===== config.mk =====
export PLATFORM = sky130hd
export DESIGN_NAME = tlv_response_parser_unit
export DESIGN_NICKNAME = d
export VERILOG_FILES = /design/src/trp_pkg.sv /design/src/trp_in_stage.sv /design/src/trp_parser.sv /design/src/trp_out_stage.sv /design/src/tlv_response_parser_unit.sv
export SDC_FILE = /design/constraint.sdc
export NUM_CORES = 1
export LEC_CHECK = 0
export BUFFER_PORTS_ARGS = -buffer_cell sky130_fd_sc_hd__buf_2
export CORE_MARGIN = 3
export CORE_UTILIZATION = 53
export CTS_BUF_LIST = sky130_fd_sc_hd__clkbuf_2 sky130_fd_sc_hd__clkbuf_4 sky130_fd_sc_hd__clkbuf_8
export CTS_CLUSTER_DIAMETER = 200
export CTS_CLUSTER_SIZE = 10
export DETAILED_ROUTE_END_ITERATION = 6
export GPL_ROUTABILITY_DRIVEN = 0
export MAX_ROUTING_LAYER = met4
export PLACE_DENSITY_LB_ADDON = 0.25
export SYNTH_ARGS = -nofsm -noshare
export SYNTH_HDL_FRONTEND = slang
export SYNTH_SLANG_ARGS = --single-unit

===== constraint.sdc =====
create_clock -name aclk -period 4.2 [get_ports aclk]
set_input_delay 0.21 -clock aclk [delete_from_list [all_inputs] [get_ports aclk]]
set_output_delay 0.21 -clock aclk [all_outputs]
set_load 0.1 [all_outputs]

===== src/trp_pkg.sv =====
package trp_pkg;

    localparam int DataW = 8;
    localparam int ValueW = 64;

    // Byte classification codes.
    localparam logic [2:0] KIND_CMD      = 3'd0;
    localparam logic [2:0] KIND_STATUS   = 3'd1;
    localparam logic [2:0] KIND_ID       = 3'd2;
    localparam logic [2:0] KIND_LEN      = 3'd3;
    localparam logic [2:0] KIND_VALUE    = 3'd4;
    localparam logic [2:0] KIND_TRAILING = 3'd5;

    // End-of-payload status codes.
    localparam logic [1:0] CODE_OK        = 2'd0;
    localparam logic [1:0] CODE_SHORT     = 2'd1;
    localparam logic [1:0] CODE_TRUNCATED = 2'd2;

    // Largest value length that still fits the accumulator, in bytes.
    localparam logic [7:0] FIT_BYTES = 8'(ValueW / 8);

    typedef struct packed {
        logic [DataW-1:0] in_byte;
        logic             final_byte;
    } trp_item_t;

    typedef struct packed {
        logic [2:0]        byte_kind;
        logic [7:0]        entry_id;
        logic [7:0]        value_offset;
        logic [7:0]        out_byte;
        logic              entry_done;
        logic [ValueW-1:0] entry_value;
        logic              value_fits;
        logic              payload_done;
        logic [1:0]        parse_code;
        logic [7:0]        entry_total;
    } trp_result_t;

endpackage


===== src/trp_in_stage.sv =====
module trp_in_stage
    import trp_pkg::*;
(
    input  logic      aclk,
    input  logic      aresetn,
    input  logic      in_valid,
    output logic      in_ready,
    input  trp_item_t in_item,
    output logic      out_valid,
    input  logic      out_ready,
    output trp_item_t out_item
);

    logic      valid_reg;
    trp_item_t item_reg;

    // The register may take a new item whenever it is empty or drains this cycle.
    assign in_ready  = !valid_reg || out_ready;
    assign out_valid = valid_reg;
    assign out_item  = item_reg;

    always_ff @(posedge aclk) begin
        if (!aresetn) begin
            valid_reg <= 1'b0;
        end else if (in_ready) begin
            valid_reg <= in_valid;
        end
    end

    always_ff @(posedge aclk) begin
        if (in_valid && in_ready) begin
            item_reg <= in_item;
        end
    end

endmodule


===== src/trp_parser.sv =====
module trp_parser
    import trp_pkg::*;
#(
    parameter logic [7:0] ENTRY_LIMIT = 8'd255
) (
    input  logic        aclk,
    input  logic        aresetn,
    input  logic        advance,
    input  trp_item_t   item,
    output trp_result_t result
);

    typedef enum logic [2:0] {
        PH_CMD    = 3'd0,
        PH_STATUS = 3'd1,
        PH_ID     = 3'd2,
        PH_LEN    = 3'd3,
        PH_VALUE  = 3'd4
    } phase_t;

    phase_t             phase_reg, phase_next;
    logic [7:0]         current_id_reg, current_id_next;
    logic [7:0]         bytes_left_reg, bytes_left_next;
    logic [7:0]         entry_length_reg, entry_length_next;
    logic [7:0]         value_index_reg, value_index_next;
    logic [ValueW-1:0]  accumulator_reg, accumulator_next;
    logic [7:0]         entry_counter_reg, entry_counter_next;

    logic [7:0] b;
    logic       fin;
    logic       complete;
    logic [7:0] bytes_dec;
    logic [1:0] code;

    assign b         = item.in_byte;
    assign fin       = item.final_byte;
    assign bytes_dec = bytes_left_reg - 8'd1;

    always_comb begin
        phase_next         = phase_reg;
        current_id_next    = current_id_reg;
        bytes_left_next    = bytes_left_reg;
        entry_length_next  = entry_length_reg;
        value_index_next   = value_index_reg;
        accumulator_next   = accumulator_reg;
        complete           = 1'b0;
        code               = CODE_OK;

        result              = '0;
        result.out_byte     = b;
        result.payload_done = fin;

        unique case (phase_reg)
            PH_STATUS: begin
                result.byte_kind = KIND_STATUS;
                phase_next       = PH_ID;
            end
            PH_ID: begin
                if (fin) begin
                    result.byte_kind = KIND_TRAILING;
                end else begin
                    result.byte_kind = KIND_ID;
                    result.entry_id  = b;
                    current_id_next  = b;
                    phase_next       = PH_LEN;
                end
            end
            PH_LEN: begin
                result.byte_kind  = KIND_LEN;
                result.entry_id   = current_id_reg;
                entry_length_next = b;
                if (b == 8'd0) begin
                    // An empty entry completes on its length byte.
                    complete   = 1'b1;
                    phase_next = PH_ID;
                end else begin
                    bytes_left_next  = b;
                    value_index_next = 8'd0;
                    accumulator_next = '0;
                    phase_next       = PH_VALUE;
                    if (fin) begin
                        code = CODE_TRUNCATED;
                    end
                end
            end
            PH_VALUE: begin
                result.byte_kind    = KIND_VALUE;
                result.entry_id     = current_id_reg;
                result.value_offset = value_index_reg;
                accumulator_next    = {accumulator_reg[ValueW-9:0], b};
                value_index_next    = value_index_reg + 8'd1;
                bytes_left_next     = bytes_dec;
                if (bytes_dec == 8'd0) begin
                    complete   = 1'b1;
                    phase_next = PH_ID;
                    if (entry_length_reg >= 8'd1 && entry_length_reg <= FIT_BYTES) begin
                        result.value_fits  = 1'b1;
                        result.entry_value = accumulator_next;
                    end
                end else if (fin) begin
                    code = CODE_TRUNCATED;
                end
            end
            default: begin
                result.byte_kind = KIND_CMD;
                phase_next       = PH_STATUS;
                if (fin) begin
                    code = CODE_SHORT;
                end
            end
        endcase

        entry_counter_next = entry_counter_reg;
        if (complete && entry_counter_reg < ENTRY_LIMIT) begin
            entry_counter_next = entry_counter_reg + 8'd1;
        end

        result.entry_done  = complete;
        result.parse_code  = fin ? code : CODE_OK;
        result.entry_total = entry_counter_next;
    end

    always_ff @(posedge aclk) begin
        if (!aresetn) begin
            phase_reg         <= PH_CMD;
            current_id_reg    <= '0;
            bytes_left_reg    <= '0;
            entry_length_reg  <= '0;
            value_index_reg   <= '0;
            accumulator_reg   <= '0;
            entry_counter_reg <= '0;
        end else if (advance) begin
            if (fin) begin
                // The payload ends here, so the parser starts over.
                phase_reg         <= PH_CMD;
                current_id_reg    <= '0;
                bytes_left_reg    <= '0;
                entry_length_reg  <= '0;
                value_index_reg   <= '0;
                accumulator_reg   <= '0;
                entry_counter_reg <= '0;
            end else begin
                phase_reg         <= phase_next;
                current_id_reg    <= current_id_next;
                bytes_left_reg    <= bytes_left_next;
                entry_length_reg  <= entry_length_next;
                value_index_reg   <= value_index_next;
                accumulator_reg   <= accumulator_next;
                entry_counter_reg <= entry_counter_next;
            end
        end
    end

endmodule


===== src/trp_out_stage.sv =====
module trp_out_stage
    import trp_pkg::*;
(
    input  logic        aclk,
    input  logic        aresetn,
    input  logic        in_valid,
    output logic        in_ready,
    input  trp_result_t in_result,
    output logic        out_valid,
    input  logic        out_ready,
    output trp_result_t out_result
);

    logic        valid_reg;
    trp_result_t result_reg;

    assign in_ready   = !valid_reg || out_ready;
    assign out_valid  = valid_reg;
    assign out_result = result_reg;

    always_ff @(posedge aclk) begin
        if (!aresetn) begin
            valid_reg <= 1'b0;
        end else if (in_ready) begin
            valid_reg <= in_valid;
        end
    end

    always_ff @(posedge aclk) begin
        if (in_valid && in_ready) begin
            result_reg <= in_result;
        end
    end

endmodule


===== src/tlv_response_parser_unit.sv =====
// Type-length-value response parser. Each payload byte enters on s_tdata with s_tlast on
// its final byte; one result item per byte leaves on the master side, classifying the
// byte, naming its entry, reporting completed entries with their big-endian value and
// the saturating entry count, and giving the parse status on the final byte. The block
// takes one byte per clock cycle when the result side keeps up; a result passes through
// the input register and then the result register before it is offered on the master
// side. The parser between the two updates its state once per byte, which sets that
// rate.
module tlv_response_parser_unit
    import trp_pkg::*;
#(
    parameter int MAX_ENTRIES = 255
) (
    input  logic         aclk,
    input  logic         aresetn,
    input  logic         s_tvalid,
    output logic         s_tready,
    input  logic [7:0]   s_tdata,   // [7:0] in_byte
    input  logic         s_tlast,   // final_byte
    output logic         m_tvalid,
    input  logic         m_tready,
    // [7:0] entry_id, [15:8] value_offset, [23:16] out_byte, [24] entry_done,
    // [88:25] entry_value, [89] value_fits, [91:90] parse_code, [99:92] entry_total,
    // [103:100] zero
    output logic [103:0] m_tdata,
    output logic [2:0]   m_tuser,   // [2:0] byte_kind
    output logic         m_tlast    // payload_done
);

    localparam logic [7:0] EntryLimit = 8'((MAX_ENTRIES > 255) ? 255 : MAX_ENTRIES);

    trp_item_t   s_item;
    trp_item_t   held_item;
    logic        held_valid;
    logic        step_ready;
    trp_result_t step_result;
    trp_result_t m_result;

    assign s_item.in_byte    = s_tdata;
    assign s_item.final_byte = s_tlast;

    trp_in_stage u_in_stage (
        .aclk      (aclk),
        .aresetn   (aresetn),
        .in_valid  (s_tvalid),
        .in_ready  (s_tready),
        .in_item   (s_item),
        .out_valid (held_valid),
        .out_ready (step_ready),
        .out_item  (held_item)
    );

    trp_parser #(
        .ENTRY_LIMIT (EntryLimit)
    ) u_parser (
        .aclk    (aclk),
        .aresetn (aresetn),
        .advance (held_valid && step_ready),
        .item    (held_item),
        .result  (step_result)
    );

    trp_out_stage u_out_stage (
        .aclk       (aclk),
        .aresetn    (aresetn),
        .in_valid   (held_valid),
        .in_ready   (step_ready),
        .in_result  (step_result),
        .out_valid  (m_tvalid),
        .out_ready  (m_tready),
        .out_result (m_result)
    );

    assign m_tdata = {4'd0,
                      m_result.entry_total,
                      m_result.parse_code,
                      m_result.value_fits,
                      m_result.entry_value,
                      m_result.entry_done,
                      m_result.out_byte,
                      m_result.value_offset,
                      m_result.entry_id};
    assign m_tuser = m_result.byte_kind;
    assign m_tlast = m_result.payload_done;

endmodule

==> implementation parameters, run 1 <==
Parameter                              Value

Logic synthesis
  Most instantiated library cell after synthesis    sky130_fd_sc_hd__nand2_1
  Average instance area after synthesis    10.7 um^2
  Share of async-settable or async-resettable flops after synthesis    0%
  Synthesized area    approximately 8500 um^2
  EDFF count, synth    113
  Post-Syn Instances    approximately 800
  Commonest cells in the synthesized netlist    sky130_fd_sc_hd__nand2_1, sky130_fd_sc_hd__edfxtp_1, sky130_fd_sc_hd__dfxtp_1
  Primary FF master, synth    sky130_fd_sc_hd__edfxtp_1
  Yosys top cell by area    sky130_fd_sc_hd__edfxtp_1
  Share of the yosys chip area belonging to registers    approximately 64%
  Synth cell types    57
  Top cells by area, synth    sky130_fd_sc_hd__edfxtp_1, sky130_fd_sc_hd__dfxtp_1, sky130_fd_sc_hd__nand2_1, sky130_fd_sc_hd__and2_1, sky130_fd_sc_hd__a21oi_1
  Register bit count reported by yosys    approximately 210
  Top-area cell type share of the netlist area    between 30% and 40%
  Warnings from Yosys    0

Finish
  Share of cells above drive strength 1    20.1%
  Layout overhead on the synthesized area    16.2%
  Number of fill cells    approximately 1300
  Final instance area    just under 10000 um^2
  Fin nets    approximately 930
  Max FFs per register    ~100
  Final antenna diode count    0

CTS
  Clock tree from TritonCTS    done
  Sink count of the clock tree    between 200 and 250
  TritonCTS buffer count    25
  Deepest level of the CTS H-tree    1
  Maximum buffer depth of the clock tree    3
  Number of setup buffers added after CTS    0
  Clock-pin transition on the worst setup and hold timing paths    ~0.08 ns
  Source-to-sink clock delay at the later pin of the worst-skew pair    approximately 0.54 ns
  Clock Root Buffer    sky130_fd_sc_hd__clkbuf_8

Worst setup path
  Max Fanout on Critical Path    65
  Reg-to-Reg Start    u_parser.bytes_left_reg[0]
  Critical Path Source    u_parser.bytes_left_reg[0]
  Worst Setup Path Type    flop to flop
  Endpoint type of the worst setup path    flop
  Worst Setup Start Kind    flop
  Endpoint required time on the critical path    4.60 ns
  Crit path DAT    between 3 and 4 ns

Timing
  Worst slew pin tran    between 0.9 and 1 ns
  Number of max-slew violations in the final report    0
  Setup_tns    0 ns
  Max-slew headroom    a little over a third
  Clock Skews    0.0165 ns
  Final clock period utilization by the worst path    75.0%
  Hold Violations, Final    0
  Post-route minimum period    3.15 ns
  RSZ-0062 raised after global routing    no
  Max Freq    around 0.32 GHz
  Number of setup violations in the final report    0

Global routing
  Met2 usage    between 30% and 40%
  Global-route track usage on met1    between 20 and 30%
  Overall overflow remaining after global route    0
  First-pass GRT wire length    29000 um
  Number of antenna violations at the first check in global routing    0
  Largest net degree at the start of global routing    71
  Number of global-route vias before repair    ~5800
  Met3 usage    ~3.2%
  GRT Max-Usage Layer    met2
  Overall track demand over capacity in global routing    about a fifth

Flow run
  Max cap viols    0

Routing
  Routed length per instance    15.8 um
  First-pass DRT Iterations    5
  Overall via count from detail_route    6095
  Average via count per standard cell    5.34
  DRC    0
  Routed wire length    18000 um
  Count of nets left with antenna violations after detail routing    0
  Starting DRC count in detailed routing    between 500 and 600

Placement
  IO Port Bufs    118
  Sum of net half-perimeters after detailed placement    roughly 11000 um
  Placement-stage cell area    roughly 9200 um^2

Floorplan
  Die outline width    around 130 um
  Core box area    between 15000 and 20000 um^2
  Die Ht    around 130 um
  DIE AREA    between 15000 and 20000 um^2
  Count of pins on the block boundary    between 100 and 150
  Std-Cell Rows    45
  Initial Utilization    ~55%

Power and ir drop
  Maximum resistive drop on vdd    between 0.2 and 0.25 mV
  Total power    4.26 mW
  Pwr/cell area    around 430 nW/um^2
  Leakage    around 3.5 nW

Hold path
  Startpoint of the lowest-slack hold path    aresetn
  Class of the most critical hold timing path    primary input to flop

Outcome
  Status    finished, final reports clean
## layout by cell type (no fill, tap or decap), types with 3 or more instances in the layout
cell	instances
sky130_fd_sc_hd__a21oi_1	79
sky130_fd_sc_hd__buf_4	10
sky130_fd_sc_hd__a22oi_1	20
sky130_fd_sc_hd__nor2b_1	14
sky130_fd_sc_hd__o21ai_0	19
sky130_fd_sc_hd__nor3_1	9
sky130_fd_sc_hd__a31oi_1	3
sky130_fd_sc_hd__clkbuf_4	19
sky130_fd_sc_hd__inv_1	11
sky130_fd_sc_hd__dlygate4sd3_1	11
sky130_fd_sc_hd__buf_2	118
sky130_fd_sc_hd__xnor2_1	12
sky130_fd_sc_hd__nor2_1	44
sky130_fd_sc_hd__nand3_1	16
sky130_fd_sc_hd__xor2_1	7
sky130_fd_sc_hd__o211ai_1	3
sky130_fd_sc_hd__and3_1	3
sky130_fd_sc_hd__and2_1	73
sky130_fd_sc_hd__clkbuf_8	25
sky130_fd_sc_hd__or4_1	3
sky130_fd_sc_hd__conb_1	4
sky130_fd_sc_hd__ha_1	4
sky130_fd_sc_hd__nand2_1	156
sky130_fd_sc_hd__nor4_1	7
sky130_fd_sc_hd__edfxtp_1	113
sky130_fd_sc_hd__nand4_1	4
sky130_fd_sc_hd__dfxtp_1	101
## layer usage
layer  up-vias  share of wire, %
met3        39               5.1
met4         0               2.4
li1       2978                 -
met2       189                47
met5         -                 0
met1      2889                45
## worst paths after layout
path	endpoint	slack, ns	cells after the start
worst max-delay path	u_out_stage.out_result[61]	1.05	9
worst min-delay path	u_parser.phase_reg[1]	0.09	3
worst max register to register	u_out_stage.out_result[61]	1.05	9
worst min register to register	u_parser.entry_length_reg[6]	0.45	2
## where the power goes
part	internal, mW	switching [mW]
clock network	0.731	0.713
logic	0.0612	0.471
registers	2.25	0.0273
total	3.04	1.21
## worst max-delay path, cell delays in order, from the launching register on
cell and delay [ns]:
sky130_fd_sc_hd__dfxtp_1 0.38, sky130_fd_sc_hd__inv_1 0.09, sky130_fd_sc_hd__ha_1 0.23, sky130_fd_sc_hd__or3b_4 0.42, sky130_fd_sc_hd__o31a_1 0.29, sky130_fd_sc_hd__nor4b_4 0.47
sky130_fd_sc_hd__nand2_2 0.15, sky130_fd_sc_hd__nor4_4 0.27, sky130_fd_sc_hd__buf_4 0.47, sky130_fd_sc_hd__and2_1 0.22
## stage by stage
stage          setup WS [ns]  instances  hold slack [ns]  utilization (%)
6_report                1.05       1142           0.0855             63.9
5_1_grt                0.818       1142           0.0897             63.9
4_1_cts                 1.06       1142           0.0528             63.9
3_5_place_dp            1.08       1085            0.388             59.9
3_3_place_gp            1.21       1085            0.388             59.9
2_1_floorplan          0.868        799            0.309                -
## area by class of cell
type,instances,area [um^2],area share [%]
Clock buffer,44,487,4.94
Sequential cell,214,5420,54.9
Inverter,13,51.3,0.520
Clock inverter,2,20.0,0.203
Multi-Input combinational cell,519,2850,28.9
Timing Repair Buffer,139,776,7.87
Tap cell,211,264,2.68
## kinds of logic after synthesis
| group | share of synthesized area [%] |
|---|---|
| xor+xnor | 1.96 |
| mux | 0.383 |
| flops | 63.8 |
| buf+inv | 3.24 |
| other cells | 0.0442 |
| simple gates | 19.2 |
| compound gates | 10.8 |
| fa+ha+maj | 0.590 |
## timing repair
item,in CTS,in global routing
endpoints found under the setup margin,0,0
gates resized for setup,0,0
endpoints found under the hold margin,11,0
hold buffers,11,0
Note: power is estimated with default switching activity, not from simulation.
==> run 2: changes to the inputs <==
--- a/config.mk
+++ b/config.mk
@@ -7,7 +7,7 @@
 export LEC_CHECK = 0
 export BUFFER_PORTS_ARGS = -buffer_cell sky130_fd_sc_hd__buf_2
 export CORE_MARGIN = 3
-export CORE_UTILIZATION = 53
+export CORE_UTILIZATION = 59
 export CTS_BUF_LIST = sky130_fd_sc_hd__clkbuf_2 sky130_fd_sc_hd__clkbuf_4 sky130_fd_sc_hd__clkbuf_8
 export CTS_CLUSTER_DIAMETER = 200
 export CTS_CLUSTER_SIZE = 10
==> constraint.sdc (replaced) <==
create_clock -name aclk -period 2.9 [get_ports aclk]
set_input_delay 0.145 -clock aclk [delete_from_list [all_inputs] [get_ports aclk]]
set_output_delay 0.145 -clock aclk [all_outputs]
set_load 0.1 [all_outputs]
==> run 2 against run 1 <==
Non-clock buffer count rose by 8; sequential share of layout area fell by 0.51 points; maximum frequency up 13%; critical path type unchanged; via count is 3.9% higher; clock skew rose by 0.0025 ns; register-to-register slack worse by 0.95 ns; cell count is 2.1% lower.
==> implementation parameters, run 2 (synthesis results as in run 1) <==
Parameter                              Value

Outcome
  Status    finished, final reports clean

Timing
  Max-slew headroom    40.7% (+5.7 points)
  Worst slew pin tran    0.882 ns (-0.0927 ns)
  Number of setup violations in the final report    0 (unchanged)
  Clock Skews    0.0190 ns (+0.00253 ns)
  Number of max-slew violations in the final report    0 (unchanged)
  Final worst-path setup slack    0.102 ns (-0.947 ns)
  Post-Route Hold Slack    0.0660 ns (-0.0195 ns)
  Post-route minimum period    2.80 ns (-0.353 ns)
  Final clock period utilization by the worst path    96.5% (+21 points)
  Hold Violations, Final    0 (unchanged)
  Setup_tns    0 ns (unchanged)
  Max Freq    0.357 GHz (+13%)
  RSZ-0062 raised after global routing    yes

Global routing
  Overall track demand over capacity in global routing    23.3% (+2.7 points)
  Number of antenna violations at the first check in global routing    0 (unchanged)
  First-pass GRT wire length    29700 um (+2.5%)
  Overall overflow remaining after global route    0 (unchanged)
  Largest net degree at the start of global routing    69 (-2.8%)
  Number of global-route vias before repair    6194 (+7.2%)

Routing
  Count of nets left with antenna violations after detail routing    0 (unchanged)
  Routed wire length    18500 um (+2.5%)
  First-pass DRT Iterations    6 (+1)
  Starting DRC count in detailed routing    637 (+9.6%)
  DRC    0 (unchanged)
  Average via count per standard cell    5.66 (+6.1%)
  Overall via count from detail_route    6332 (+3.9%)
  Routed length per instance    16.5 um (+4.7%)

Worst setup path
  Crit path DAT    3.17 ns (-0.38 ns)
  Endpoint required time on the critical path    3.27 ns (-1.33 ns)
  Max Fanout on Critical Path    65 (unchanged)
  Worst path top cell family by delay    simple AND/OR/NAND/NOR gates
  Ordered cell list for the critical path    buf_4, or4_1, nor4_1, xnor2_1, nand2_2, nor4_4, buf_12, and2_1
  Buffers & Inverters on Critical Path    2 (unchanged)
  Endpoint type of the worst setup path    flop
  Delay contributed by the slowest stage of the critical path    0.54 ns (+0.07 ns)
  Worst Setup Start Kind    flop
  Critical-path top delay cell    sky130_fd_sc_hd__or4_1
  Worst Setup Path Type    flop to flop

CTS
  Deepest level of the CTS H-tree    1 (unchanged)
  Source-to-sink clock delay at the later pin of the worst-skew pair    0.52 ns (-0.02 ns)
  Clock Root Buffer    sky130_fd_sc_hd__clkbuf_8
  Clock tree from TritonCTS    done
  TritonCTS buffer count    25 (unchanged)
  Maximum buffer depth of the clock tree    3 (unchanged)
  Clock-pin transition on the worst setup and hold timing paths    0.07 ns (about the same)
  Sink count of the clock tree    214 (unchanged)

Floorplan
  Die outline width    126 um (-5.0%)
  Die Ht    126 um (-5.0%)
  Core box area    14000 um^2 (-9.3%)
  Initial Utilization    60.7% (+5.7 points)
  Std-Cell Rows    43 (-4.4%)
  DIE AREA    15900 um^2 (-9.7%)
  Count of pins on the block boundary    123 (unchanged)

Finish
  Share of cells above drive strength 1    20.9% (+0.81 points)
  Final instance area    9950 um^2 (+0.94%)
  End-of-flow core utilization    71.1% (+7.2 points)
  Max FFs per register    104 (unchanged)
  Layout overhead on the synthesized area    17.2%
  Number of fill cells    1033 (-19%)
  Most common library cell in the layout ignoring fill and taps    sky130_fd_sc_hd__nand2_1
  Flip-flop and latch area    5420 um^2 (unchanged)
  Final antenna diode count    0 (unchanged)
  Fin nets    937 (+0.86%)
  Top library cells by usage in the layout, fill and taps aside    sky130_fd_sc_hd__nand2_1, sky130_fd_sc_hd__buf_2, sky130_fd_sc_hd__edfxtp_1, sky130_fd_sc_hd__dfxtp_1, sky130_fd_sc_hd__a21oi_1
  Multi-input combinational cell area    2870 um^2 (+0.70%)

Power and ir drop
  Pwr/cell area    615 nW/um^2 (+42%)
  Leakage    3.52 nW (+1.9%)
  Maximum resistive drop on vdd    0.388 mV (+57%)

Hold path
  Class of the most critical hold timing path    primary input to flop

Placement
  IO Port Bufs    118 (unchanged)
  Placement-stage cell area    9300 um^2 (+0.58%)
  Worst setup slack after placement    -0.00145 ns (-1.08 ns)
  Sum of net half-perimeters after detailed placement    12000 um (+6.9%)

Flow run
  Max cap viols    0 (unchanged)
-- run 2: cell count changes in the layout (fill, tap and decap cells not counted) --
cell and delta:
sky130_fd_sc_hd__a32oi_1 -1, sky130_fd_sc_hd__a32oi_2 +1, sky130_fd_sc_hd__buf_12 +5, sky130_fd_sc_hd__buf_4 +3
sky130_fd_sc_hd__clkbuf_4 -1, sky130_fd_sc_hd__clkinvlp_4 +1, sky130_fd_sc_hd__ha_1 -1, sky130_fd_sc_hd__ha_4 +1
sky130_fd_sc_hd__inv_8 -1
-- run 2: worst min-delay path, delay by kind of cell --
family	cells	cell delay (ns)
AOI/OAI and AO/OA	1	0.06
buffers and inverters	1	0.20
and+or+nand+nor	1	0.11
-- run 2: worst paths after layout --
path | startpoint | end | slack (ns) | cells after the start
setup / recovery | u_parser.bytes_left_reg[0] | u_out_stage.out_result[56] | 0.10 | 8
hold / removal | aresetn | u_parser.phase_reg[2] | 0.07 | 3
hold reg to reg | u_parser.entry_length_reg[5] | u_parser.entry_length_reg[5] | 0.46 | 2
setup reg to reg | u_parser.bytes_left_reg[0] | u_out_stage.out_result[56] | 0.10 | 8
-- run 2: what timing repair did --
action                                 in CTS  in global routing
resized for setup                           0                  3
endpoints found under the hold margin      11                  0
pin swaps                                   1                  2
setup buffers                               0                  4
hold buffers                               11                  0
setup endpoints to repair                  42                 65
-- run 2: cell type report --
cell class | count | share of cell area [%]
sequential | 214 | 54.4
timing repair buffer | 147 | 9.03
clock buffer | 43 | 4.82
tap | 180 | 2.26
inverter | 13 | 0.516
multi-input combinational | 519 | 28.8
clock inverter | 2 | 0.163
-- run 2: stage by stage --
step / cells / power [mW]
finish: 1118 / 6.12
detailed placement: 1058 / 4.14
global placement: 1058 / 4.13
floorplan: 799 / 4.00
CTS: 1114 / 6.16
global route: 1118 / 6.31
-- run 2: metal layers --
layer	vias up	part of all wire [%]	GRT usage, %	wire [um]
met3	35	6.9	4.07	1270
met4	0	2.0	7.19	368
met1	3030	41	30.0	7600
met5	-	0	-	0
met2	258	50	38.0	9220
li1	3009	-	-	-
-- run 2: power by group --
group | internal, mW | switching, mW | total (mW)
sequential | 3.26 | 0.0408 | 3.30
combinational | 0.0986 | 0.682 | 0.780
clock | 1.04 | 0.996 | 2.03
total | 4.40 | 1.72 | 6.12
==> run 3: changes to the inputs <==
--- a/config.mk
+++ b/config.mk
@@ -7,7 +7,7 @@
 export LEC_CHECK = 0
 export BUFFER_PORTS_ARGS = -buffer_cell sky130_fd_sc_hd__buf_2
 export CORE_MARGIN = 3
-export CORE_UTILIZATION = 59
+export CORE_UTILIZATION = 35
 export CTS_BUF_LIST = sky130_fd_sc_hd__clkbuf_2 sky130_fd_sc_hd__clkbuf_4 sky130_fd_sc_hd__clkbuf_8
 export CTS_CLUSTER_DIAMETER = 200
 export CTS_CLUSTER_SIZE = 10
==> run 3 against run 2 <==
Design area grew 2.4%; register-to-register slack gained 0.04 ns; first-iteration DRC count shrank 33%; sequential share of layout area shrank 1.3 points; clock skew shrank 0.0050 ns; maximum frequency grew 1.6%; hold slack gained 0.26 ns; routed wire length grew 8.5%; non-clock buffer count grew 11; die area grew 65%; global-route usage shrank 8.0 points; critical endpoint is now u_parser.entry_counter_reg[1]; largest power group unchanged.
==> implementation parameters, run 3 (synthesis results as in run 1) <==
Parameter                              Value

Outcome
  Status    finished, final reports clean

Timing
  Number of max-slew violations in the final report    0 (unchanged)
  Max-slew headroom    52.8% (+12 points)
  RSZ-0062 raised after global routing    no
  Max Freq    0.363 GHz (+1.6%)
  Worst slew pin tran    0.706 ns (-0.177 ns)
  Number of setup violations in the final report    0 (unchanged)
  Final worst-path setup slack    0.146 ns (+0.0441 ns)
  Hold Violations, Final    0 (unchanged)
  Setup_tns    0 ns (unchanged)
  Final clock period utilization by the worst path    95.0% (-1.5 points)
  Post-route minimum period    2.75 ns (-0.0441 ns)
  Clock Skews    0.0140 ns (-0.00504 ns)

Worst setup path
  Worst Setup Start Kind    flop
  Endpoint required time on the critical path    3.34 ns (+0.07 ns)
  Crit path DAT    3.19 ns (+0.02 ns)
  Flop-to-flop setup slack    0.15 ns (+0.04 ns)
  Reg2reg end    u_parser.entry_counter_reg[1]
  Worst Setup Path Type    flop to flop
  R2R cell count    10 (+2)
  Max Fanout on Critical Path    7 (-89%)
  Endpoint type of the worst setup path    flop
  Reg-to-Reg Start    u_parser.bytes_left_reg[0]

Floorplan
  Count of pins on the block boundary    123 (unchanged)
  Std-Cell Rows    56 (+30%)
  Core box area    23700 um^2 (+69%)
  Die outline width    162 um (+28%)
  DIE AREA    26200 um^2 (+65%)
  Initial Utilization    35.8% (-25 points)
  Die Ht    162 um (+28%)

Routing
  DRC    0 (unchanged)
  Routed length per instance    15.8 um (-4.4%)
  Overall via count from detail_route    6101 (-3.6%)
  Routed wire length    20000 um (+8.5%)
  Average via count per standard cell    4.81 (-15%)
  First-pass DRT Iterations    4 (-2)
  Starting DRC count in detailed routing    426 (-33%)
  Count of nets left with antenna violations after detail routing    0 (unchanged)

Global routing
  Overall overflow remaining after global route    0 (unchanged)
  Overall track demand over capacity in global routing    15.2% (-8.0 points)
  First-pass GRT wire length    31200 um (+5.0%)
  Number of global-route vias before repair    5561 (-10%)
  Largest net degree at the start of global routing    66 (-4.3%)
  Number of antenna violations at the first check in global routing    0 (unchanged)

CTS
  Sink count of the clock tree    214 (unchanged)
  Maximum buffer depth of the clock tree    3 (unchanged)
  Deepest level of the CTS H-tree    1 (unchanged)
  Clock tree from TritonCTS    done
  Source-to-sink clock delay at the later pin of the worst-skew pair    0.54 ns (+0.02 ns)
  Clock-pin transition on the worst setup and hold timing paths    0.08 ns (about the same)
  TritonCTS buffer count    25 (unchanged)
  Clock Root Buffer    sky130_fd_sc_hd__clkbuf_8

Power and ir drop
  Leakage    3.56 nW (+1.1%)
  Maximum resistive drop on vdd    0.292 mV (-25%)
  Pwr/cell area    610 nW/um^2 (-0.79%)

Hold path
  Hold-critical path endpoint    u_in_stage.out_item[0]
  WHS Path Cells    2 (-1)
  Class of the most critical hold timing path    primary input to flop
  Startpoint of the lowest-slack hold path    s_tlast

Finish
  Multi-input combinational cell area    2850 um^2 (-0.61%)
  Most common library cell in the layout ignoring fill and taps    sky130_fd_sc_hd__nand2_1
  Max FFs per register    104 (unchanged)
  Layout overhead on the synthesized area    20.1%
  End-of-flow core utilization    43.0% (-28 points)
  Share of cells above drive strength 1    21.6% (+0.68 points)
  Fin nets    948 (+1.2%)
  Flip-flop and latch area    5420 um^2 (unchanged)
  Final antenna diode count    0 (unchanged)
  Top library cells by usage in the layout, fill and taps aside    sky130_fd_sc_hd__nand2_1, sky130_fd_sc_hd__buf_2, sky130_fd_sc_hd__edfxtp_1, sky130_fd_sc_hd__dfxtp_1, sky130_fd_sc_hd__a21oi_1
  Number of fill cells    2318 (+120%)

Placement
  IO Port Bufs    118 (unchanged)
  Worst setup slack after placement    0.0725 ns (+0.0740 ns)
  Sum of net half-perimeters after detailed placement    12900 um (+7.7%)

Flow run
  Max cap viols    0 (unchanged)
-- run 3: changes by cell type in the layout (fill, tap and decap cells not counted), sizes merged --
cell / change
inv: +1
buf: +9
clkinvlp: -1
clkbuf: +1
dlygate4sd3: +2
-- run 3: worst max-delay path by stage --
| stage | startpoint | end | cells past startpoint |
|---|---|---|---|
| finish | u_parser.bytes_left_reg[0] | u_parser.entry_counter_reg[1] | 10 |
| detailed placement | u_parser.bytes_left_reg[0] | u_parser.entry_counter_reg[4] | 9 |
| global placement | u_parser.bytes_left_reg[0] | u_parser.entry_counter_reg[4] | 9 |
| CTS | u_parser.bytes_left_reg[0] | u_parser.entry_counter_reg[4] | 9 |
| floorplan | u_out_stage.out_valid | u_parser.entry_counter_reg[6] | 7 |
| global route | u_parser.bytes_left_reg[0] | u_out_stage.out_result[37] | 7 |
-- run 3: layout make-up --
class,count,area share (%)
Clock inverter,2,0.196
Tap cell,319,3.92
Inverter,13,0.503
Sequential cell,214,53.1
Multi-Input combinational cell,519,27.9
Clock buffer,44,4.77
Timing Repair Buffer,158,9.55
-- run 3: timing repair --
| action | in CTS | in global routing |
|---|---|---|
| setup endpoints to repair | 0 | 66 |
| gates resized for setup | 0 | 1 |
| setup buffers | 0 | 2 |
| endpoints found under the hold margin | 15 | 0 |
| hold buffers | 13 | 0 |
-- run 3: where the power goes --
part | total (mW) | switching, mW | leakage, nW | internal (mW)
registers | 3.30 | 0.0341 | 1.84 | 3.26
clock network | 2.11 | 1.06 | 0.277 | 1.06
logic | 0.808 | 0.702 | 1.44 | 0.106
total | 6.22 | 1.79 | 3.56 | 4.43
-- run 3: layer usage --
layer,vias up,GRT usage (%),share of wire [%]
li1,3022,-,-
met1,2897,20.8,46
met4,0,3.96,1.8
met3,29,2.45,5.3
met2,153,23.8,47
met5,-,-,0
-- run 3: metrics by stage --
| stage | power (mW) | instance area, um^2 | instances | hold WS, ns |
|---|---|---|---|---|
| 6_report | 6.22 | 10200 | 1269 | 0.329 |
| 5_1_grt | 6.45 | 10200 | 1269 | 0.310 |
| 4_1_cts | 6.29 | 10200 | 1267 | 0.295 |
| 3_5_place_dp | 4.16 | 9540 | 1208 | 0.325 |
| 3_3_place_gp | 4.16 | 9540 | 1208 | 0.331 |
| 2_1_floorplan | 4.00 | 8500 | 799 | 0.244 |
-- run 3: critical path, cell delays in order, from the launching register on --
cell and delay [ns]:
sky130_fd_sc_hd__dfxtp_1 0.37, sky130_fd_sc_hd__inv_1 0.08, sky130_fd_sc_hd__ha_2 0.21, sky130_fd_sc_hd__or3b_4 0.40, sky130_fd_sc_hd__o31a_1 0.29, sky130_fd_sc_hd__nor4b_4 0.32, sky130_fd_sc_hd__buf_4 0.21, sky130_fd_sc_hd__a41oi_4 0.13
sky130_fd_sc_hd__buf_4 0.20, sky130_fd_sc_hd__and4_1 0.19, sky130_fd_sc_hd__a311o_1 0.26
